==> src/rtl/hsv2rgb_pkg.sv <==
package hsv2rgb_pkg;

  localparam int FRAC_BITS   = 12;
  localparam int HUE_W       = 16;
  localparam int UNIT_W      = FRAC_BITS + 1;
  localparam int X_W         = FRAC_BITS + HUE_W + 1;
  localparam int TOTAL_SHIFT = 2 * FRAC_BITS + HUE_W;
  localparam int NUM_W       = TOTAL_SHIFT + 1;
  localparam int BYTE_W      = 8;
  localparam int RND_W       = NUM_W + BYTE_W;
  localparam int N_STAGES    = 5;

  localparam logic [UNIT_W-1:0] UNIT_ONE = UNIT_W'(1) << FRAC_BITS;
  localparam logic [X_W-1:0]    X_ONE    = X_W'(1) << (FRAC_BITS + HUE_W);
  localparam logic [RND_W-1:0]  RND_HALF = RND_W'(1) << (TOTAL_SHIFT - 1);

  // hue sectors, one sixth of a turn each
  typedef enum logic [2:0] {
    SEC_R_TO_Y = 3'd0,
    SEC_Y_TO_G = 3'd1,
    SEC_G_TO_C = 3'd2,
    SEC_C_TO_B = 3'd3,
    SEC_B_TO_M = 3'd4,
    SEC_M_TO_R = 3'd5
  } sector_t;

  typedef struct packed {
    logic s1;
    logic s2;
    logic s3;
    logic s4;
    logic s5;
  } pipe_en_t;

endpackage

==> src/rtl/hsv_to_rgb_converter_top.sv <==
// HSV to RGB pixel converter. Hue is an unsigned Q0.16 fraction of a turn;
// saturation and brightness are Q12 with 4096 as one, larger values clamp to
// one. Each channel is the exact result scaled to 0..255, rounded half up.
// One pixel is accepted every clock cycle while the pipeline is not stalled:
// clamp and hue scaling, the saturation products, sector routing, the
// brightness multiply and the final rounding each take one register stage.
// Stall on the result side holds the pipeline back stage by stage, so bubbles
// close up and the input keeps being taken while any stage is empty.
module hsv_to_rgb_converter_top
  import hsv2rgb_pkg::*;
(
  input  logic              clk,
  input  logic              rst_n,
  input  logic              in_valid,
  output logic              in_stall,
  input  logic [HUE_W-1:0]  in_hue,
  input  logic [UNIT_W-1:0] in_saturation,
  input  logic [UNIT_W-1:0] in_brightness,
  output logic              out_valid,
  input  logic              out_stall,
  output logic [BYTE_W-1:0] out_red,
  output logic [BYTE_W-1:0] out_green,
  output logic [BYTE_W-1:0] out_blue
);

  logic [N_STAGES-1:0] vld_r, vld_nxt;
  logic [N_STAGES-1:0] adv;
  pipe_en_t            en;

  // a stage moves when it is empty or the one after it moves
  always_comb begin
    adv[N_STAGES-1] = !vld_r[N_STAGES-1] || !out_stall;
    for (int i = N_STAGES - 2; i >= 0; i--) begin
      adv[i] = !vld_r[i] || adv[i+1];
    end
    vld_nxt = vld_r;
    if (adv[0]) begin
      vld_nxt[0] = in_valid;
    end
    for (int i = 1; i < N_STAGES; i++) begin
      if (adv[i]) begin
        vld_nxt[i] = vld_r[i-1];
      end
    end
  end

  always_ff @(posedge clk) begin
    if (!rst_n) begin
      vld_r <= '0;
    end else begin
      vld_r <= vld_nxt;
    end
  end

  assign en        = pipe_en_t'({adv[0], adv[1], adv[2], adv[3], adv[4]});
  assign in_stall  = !adv[0];
  assign out_valid = vld_r[N_STAGES-1];

  logic [UNIT_W-1:0] v3;
  logic [X_W-1:0]    xr3, xg3, xb3;

  hsv2rgb_front u_front (
    .clk        (clk),
    .en         (en),
    .hue        (in_hue),
    .saturation (in_saturation),
    .brightness (in_brightness),
    .v_out      (v3),
    .xr_out     (xr3),
    .xg_out     (xg3),
    .xb_out     (xb3)
  );

  hsv2rgb_chan u_red (
    .clk  (clk),
    .en   (en),
    .v    (v3),
    .x    (xr3),
    .chan (out_red)
  );

  hsv2rgb_chan u_green (
    .clk  (clk),
    .en   (en),
    .v    (v3),
    .x    (xg3),
    .chan (out_green)
  );

  hsv2rgb_chan u_blue (
    .clk  (clk),
    .en   (en),
    .v    (v3),
    .x    (xb3),
    .chan (out_blue)
  );

endmodule

==> src/rtl/hsv2rgb_front.sv <==
module hsv2rgb_front
  import hsv2rgb_pkg::*;
(
  input  logic              clk,
  input  pipe_en_t          en,
  input  logic [HUE_W-1:0]  hue,
  input  logic [UNIT_W-1:0] saturation,
  input  logic [UNIT_W-1:0] brightness,
  output logic [UNIT_W-1:0] v_out,
  output logic [X_W-1:0]    xr_out,
  output logic [X_W-1:0]    xg_out,
  output logic [X_W-1:0]    xb_out
);

  // stage 1: clamp, hue times six
  logic [UNIT_W-1:0] s1_s_r, s1_v_r;
  logic [2:0]        s1_sec_r;
  logic [HUE_W-1:0]  s1_f_r;
  logic [HUE_W+2:0]  h6;

  assign h6 = {2'b00, hue, 1'b0} + {1'b0, hue, 2'b00};

  always_ff @(posedge clk) begin
    if (en.s1) begin
      s1_s_r   <= (saturation > UNIT_ONE) ? UNIT_ONE : saturation;
      s1_v_r   <= (brightness > UNIT_ONE) ? UNIT_ONE : brightness;
      s1_sec_r <= h6[HUE_W+2:HUE_W];
      s1_f_r   <= h6[HUE_W-1:0];
    end
  end

  // stage 2: s*f, s*(1-f) and (1-s)
  logic [UNIT_W-1:0] s2_v_r;
  logic [2:0]        s2_sec_r;
  logic [X_W-1:0]    s2_sf_r, s2_sg_r, s2_xp_r;
  logic [HUE_W:0]    g;
  logic [X_W-1:0]    sf_nxt, sg_nxt, xp_nxt;

  always_comb begin
    g      = {1'b1, {HUE_W{1'b0}}} - {1'b0, s1_f_r};
    sf_nxt = X_W'(s1_s_r) * X_W'(s1_f_r);
    sg_nxt = X_W'(s1_s_r) * X_W'(g);
    xp_nxt = X_W'(UNIT_ONE - s1_s_r) << HUE_W;
  end

  always_ff @(posedge clk) begin
    if (en.s2) begin
      s2_v_r   <= s1_v_r;
      s2_sec_r <= s1_sec_r;
      s2_sf_r  <= sf_nxt;
      s2_sg_r  <= sg_nxt;
      s2_xp_r  <= xp_nxt;
    end
  end

  // stage 3: form q and t factors, route by sector
  // zero saturation needs no special path: every factor is then one
  logic [UNIT_W-1:0] s3_v_r;
  logic [X_W-1:0]    s3_xr_r, s3_xg_r, s3_xb_r;
  logic [X_W-1:0]    xq, xt;
  logic [X_W-1:0]    xr_nxt, xg_nxt, xb_nxt;

  always_comb begin
    xq = X_ONE - s2_sf_r;
    xt = X_ONE - s2_sg_r;
    unique case (sector_t'(s2_sec_r))
      SEC_R_TO_Y: begin xr_nxt = X_ONE;   xg_nxt = xt;      xb_nxt = s2_xp_r; end
      SEC_Y_TO_G: begin xr_nxt = xq;      xg_nxt = X_ONE;   xb_nxt = s2_xp_r; end
      SEC_G_TO_C: begin xr_nxt = s2_xp_r; xg_nxt = X_ONE;   xb_nxt = xt;      end
      SEC_C_TO_B: begin xr_nxt = s2_xp_r; xg_nxt = xq;      xb_nxt = X_ONE;   end
      SEC_B_TO_M: begin xr_nxt = xt;      xg_nxt = s2_xp_r; xb_nxt = X_ONE;   end
      default:    begin xr_nxt = X_ONE;   xg_nxt = s2_xp_r; xb_nxt = xq;      end
    endcase
  end

  always_ff @(posedge clk) begin
    if (en.s3) begin
      s3_v_r  <= s2_v_r;
      s3_xr_r <= xr_nxt;
      s3_xg_r <= xg_nxt;
      s3_xb_r <= xb_nxt;
    end
  end

  assign v_out  = s3_v_r;
  assign xr_out = s3_xr_r;
  assign xg_out = s3_xg_r;
  assign xb_out = s3_xb_r;

endmodule

==> src/rtl/hsv2rgb_chan.sv <==
module hsv2rgb_chan
  import hsv2rgb_pkg::*;
(
  input  logic              clk,
  input  pipe_en_t          en,
  input  logic [UNIT_W-1:0] v,
  input  logic [X_W-1:0]    x,
  output logic [BYTE_W-1:0] chan
);

  logic [NUM_W-1:0]  prod_r;
  logic [NUM_W-1:0]  prod_nxt;
  logic [RND_W-1:0]  rnd;
  logic [BYTE_W-1:0] chan_r;

  // product is at most one in units of 2^-TOTAL_SHIFT, so it fits NUM_W
  assign prod_nxt = NUM_W'(NUM_W'(v) * NUM_W'(x));

  always_ff @(posedge clk) begin
    if (en.s4) begin
      prod_r <= prod_nxt;
    end
  end

  // times 255, add a half, keep the integer part
  assign rnd = {prod_r, {BYTE_W{1'b0}}} - RND_W'(prod_r) + RND_HALF;

  always_ff @(posedge clk) begin
    if (en.s5) begin
      chan_r <= rnd[TOTAL_SHIFT +: BYTE_W];
    end
  end

  assign chan = chan_r;

endmodule

==> config.mk <==
export PLATFORM = sky130hd
export DESIGN_NAME = hsv_to_rgb_converter_top
export DESIGN_NICKNAME = d
export VERILOG_FILES = /design/src/rtl/hsv2rgb_pkg.sv /design/src/rtl/hsv_to_rgb_converter_top.sv /design/src/rtl/hsv2rgb_front.sv /design/src/rtl/hsv2rgb_chan.sv
export SDC_FILE = /design/constraint.sdc
export NUM_CORES = 2
export LEC_CHECK = 0
export ABC_AREA = 1
export ABC_CLOCK_PERIOD_IN_PS = 10500
export BUFFER_PORTS_ARGS = -buffer_cell sky130_fd_sc_hd__buf_2
export CAP_MARGIN = 15
export CORE_UTILIZATION = 60
export CTS_CLUSTER_DIAMETER = 100
export CTS_CLUSTER_SIZE = 30
export DETAILED_ROUTE_END_ITERATION = 10
export GPL_TIMING_DRIVEN = 0
export MAX_ROUTING_LAYER = met4
export PLACE_DENSITY = 0.76
export RECOVER_POWER = 100
export REMOVE_ABC_BUFFERS = 1
export SETUP_SLACK_MARGIN = 0.02
export SLEW_MARGIN = 20
export SYNTH_ARGS = -nofsm -noshare
export SYNTH_HDL_FRONTEND = slang
export SYNTH_HIERARCHICAL = 1
export SYNTH_SLANG_ARGS = --single-unit
==> constraint.sdc <==
create_clock -name clk -period 10.5 [get_ports clk]
set_input_delay 2.625 -clock clk [delete_from_list [all_inputs] [get_ports clk]]
set_output_delay 2.625 -clock clk [all_outputs]
set_load 0.02 [all_outputs]
==> run metrics <==
status=finished with violations; failing checks=capacitance limit, slew limit; CTS Buffer Depth=3; Reg power frac=0.151; post-synthesis compound-gate area fraction=0.0318; reg2reg path depth=24; Initial Util=0.605; pre-CTS WS=3.01 ns; measured slew at the worst slew-check pin=3.96 ns; critical path class=in -> out; met1 Use GR=0.419; met3 Use GR=0.0361; Worst Skew=0.0315 ns; Vias=63900; Post-CTS Hold Fix Bufs=0; Post-Synthesis Cell Area=77200 um2; worst path bufs/invs=3; WP data required=7.88 ns; CP max stage delay=0.95 ns; CTS Buf Count=28; RSZ-0062 raised after global routing=no; mux share of post-synthesis cell area=0; Post-synth ARST share=0; clock power share=0.053; Rows=131; Fin. Hold Viols=0; slowest CP cell=nand2_1; Clk Latency, worst-skew pair=0.65 ns; Critical Path Source=out_stall; combinational share of power=0.796; via/cell ratio=5.26; CP max FO=46; CTS resizes=0; final setup margin=2.51 ns; I/O pin count=72; commonest non-fill, non-tap cell in the layout=nand2_1; fmax=125 MHz; Switch Pwr=14.6 mW; main combinational cell family by area after synthesis=adder cells; Max-Slew Margin vs Limit=-1.64; grt ovf=0; drt pass-1 iters=6; routability cong.=0.952; post-synth cell types=50; met2 usage in global routing=0.537; clock slew at reported path FFs=0.10 ns; Final setup violation count=0; P_int=10.1 mW; gr usage total=0.325; Final Total Pwr=24.7 mW; maximum vdd drop=0.259 mV; drt drc=0; Worst setup SP type=input pin; Avg Inst Size Synth=7.30 um2; nets@finish=12300; Post-Synthesis Cells=10600; sequential area share after synthesis=0.146; crit share post-route=0.761; Simple-Gate Fraction of Synth Area=0.236; Syn-to-layout area delta=4.29%; WP data arrival=5.37 ns; hold depth=0; critical path endpoint category=primary output; Chip Height=361 um; # Post-CTS Setup Buffers=0; Post-synth EDFFs=372; CTS tree=yes; critical path depth in cells=6; Detailed Route WL=202 mm; max cap viols=5; initial antenna violation count=0; r2r startpoint=u_front/v_out[0]; crit-path cells=buf_2 -> nand2_1 -> nor2_8 -> nand4_4 -> inv_1 -> clkbuf_1; IO Port Bufs=71; WHS=0.425 ns; post-DP HPWL=171 mm; ANT cells=0; Adder-Cell Fraction of Synth Area=0.409; LEAKAGE=47.1 nW; H-tree levels=1; Sink Count=377; Die W=361 um; share of post-route cells with drive strength above 1=0.0219; #FFs+latches synth=377; Tmin final=7.99 ns; switch share=0.591; Ys Warns=6; r2r setup slk=2.94 ns; Clock Tree Root=clkbuf_16; Max Transition Viols Final=242; Synth Flop Type=edfxtp_1; busiest grt layer=met2; family with the most delay on the worst path=simple AND/OR/NAND/NOR gates; largest net degree at the start of global routing=99; xor/xnor share of the synthesized area=0.0173; die area=130000 um2; setup TNS=0 ns; Detail Route Antenna Nets=0; commonest cells after routing, fill and taps aside=nand2_1, inv_1, fa_1; first-pass GRT wire length=331 mm; initial drt markers=4619; WL per Instance=16.6 um; PwrDens=307 nW/um2; Hold WC Path Type=reg -> reg; Hold Crit Start=u_front/s1_v_r[10]; core area=128000 um2; vias in the first global route=65400
-- through the flow --
step | std cells | utilization | cell area (um2)
finish | 12200 | 0.631 | 80500
global route | 12200 | 0.631 | 80500
CTS | 12100 | 0.634 | 80900
detailed placement | 12100 | 0.625 | 79700
global placement | 12000 | 0.616 | 78500
floorplan | 10300 | - | 76100
-- sequential cells by signal (all words and copies together) (netlist names), 15 cells and up --
name and cells:
u_front/xb_out 28, u_front/xr_out 28, u_green/prod_r 41, u_front/s2_sf_r 28
u_front/s1_f_r 15, u_front/xg_out 28, u_blue/prod_r 41, u_front/s2_sg_r 27
u_red/prod_r 41
-- final cells by class --
class,instances,area [um2]
multi-input combinational,6930,53400
fill,11500,47000
sequential,377,11300
inverter,2984,11200
tap,1662,2080
timing repair buffer,145,1400
clock buffer,28,701
clock inverter,24,469
-- kinds of logic (layout without fill, tap and decap cells) --
kind of cell	count (synthesis)	after routing
AOI/OAI and AO/OA	465	465
adders and majority gates	1815	1815
DFF	377	377
other	1	3
xor gates and xnor gates	149	149
and+or+nand+nor	4498	4498
buffers and inverters	3273	3181
-- power by group through the flow --
stage / logic, mW / clock network, mW / registers [mW]
6_report: 19.7 / 1.31 / 3.73
5_1_grt: 22.6 / 1.39 / 3.78
4_1_cts: 19.6 / 1.35 / 3.69
3_5_place_dp: 19.5 / 0 / 3.73
3_3_place_gp: 19.0 / 0 / 3.79
2_1_floorplan: 14.3 / 0 / 3.36
-- path summary, 6_finish.rpt --
path,endpoint
worst max-delay path,in_stall
worst min-delay path,u_front/s2_v_r[10]
worst max register to register,u_green/prod_r[39]
worst min register to register,u_front/s2_v_r[10]
-- synth_stat cells, types with 12 or more instances --
| master | instances | share of area |
|---|---|---|
| a21oi_1 | 257 | 0.017 |
| xor2_1 | 103 | 0.012 |
| nand3_1 | 357 | 0.023 |
| buf_2 | 14 | 0.00091 |
| ha_1 | 630 | 0.10 |
| buf_1 | 35 | 0.0017 |
| inv_1 | 2968 | 0.14 |
| nor3_1 | 81 | 0.0053 |
| nand2_1 | 3180 | 0.15 |
| clkbuf_1 | 234 | 0.011 |
| xnor2_1 | 43 | 0.0049 |
| nor2_2 | 22 | 0.0018 |
| and2_1 | 12 | 0.00097 |
| fa_1 | 1185 | 0.31 |
| o21bai_1 | 24 | 0.0023 |
| o22ai_1 | 21 | 0.0017 |
| o21ai_0 | 139 | 0.0090 |
| nand2_2 | 53 | 0.0043 |
| nor2_1 | 648 | 0.032 |
| nand4_1 | 87 | 0.0071 |
| edfxtp_1 | 372 | 0.14 |
| nand3_2 | 24 | 0.0031 |
-- per-layer routing --
layer  wire [um]  up-vias  part of all wire
met5           0        -                 0
li1            -    30500                 -
met4        6810        0             0.034
met3       12900      441             0.064
met1       85200    30700              0.42
met2       96600     2242              0.48
No activity file was read; power rests on OpenSTA's default activity.
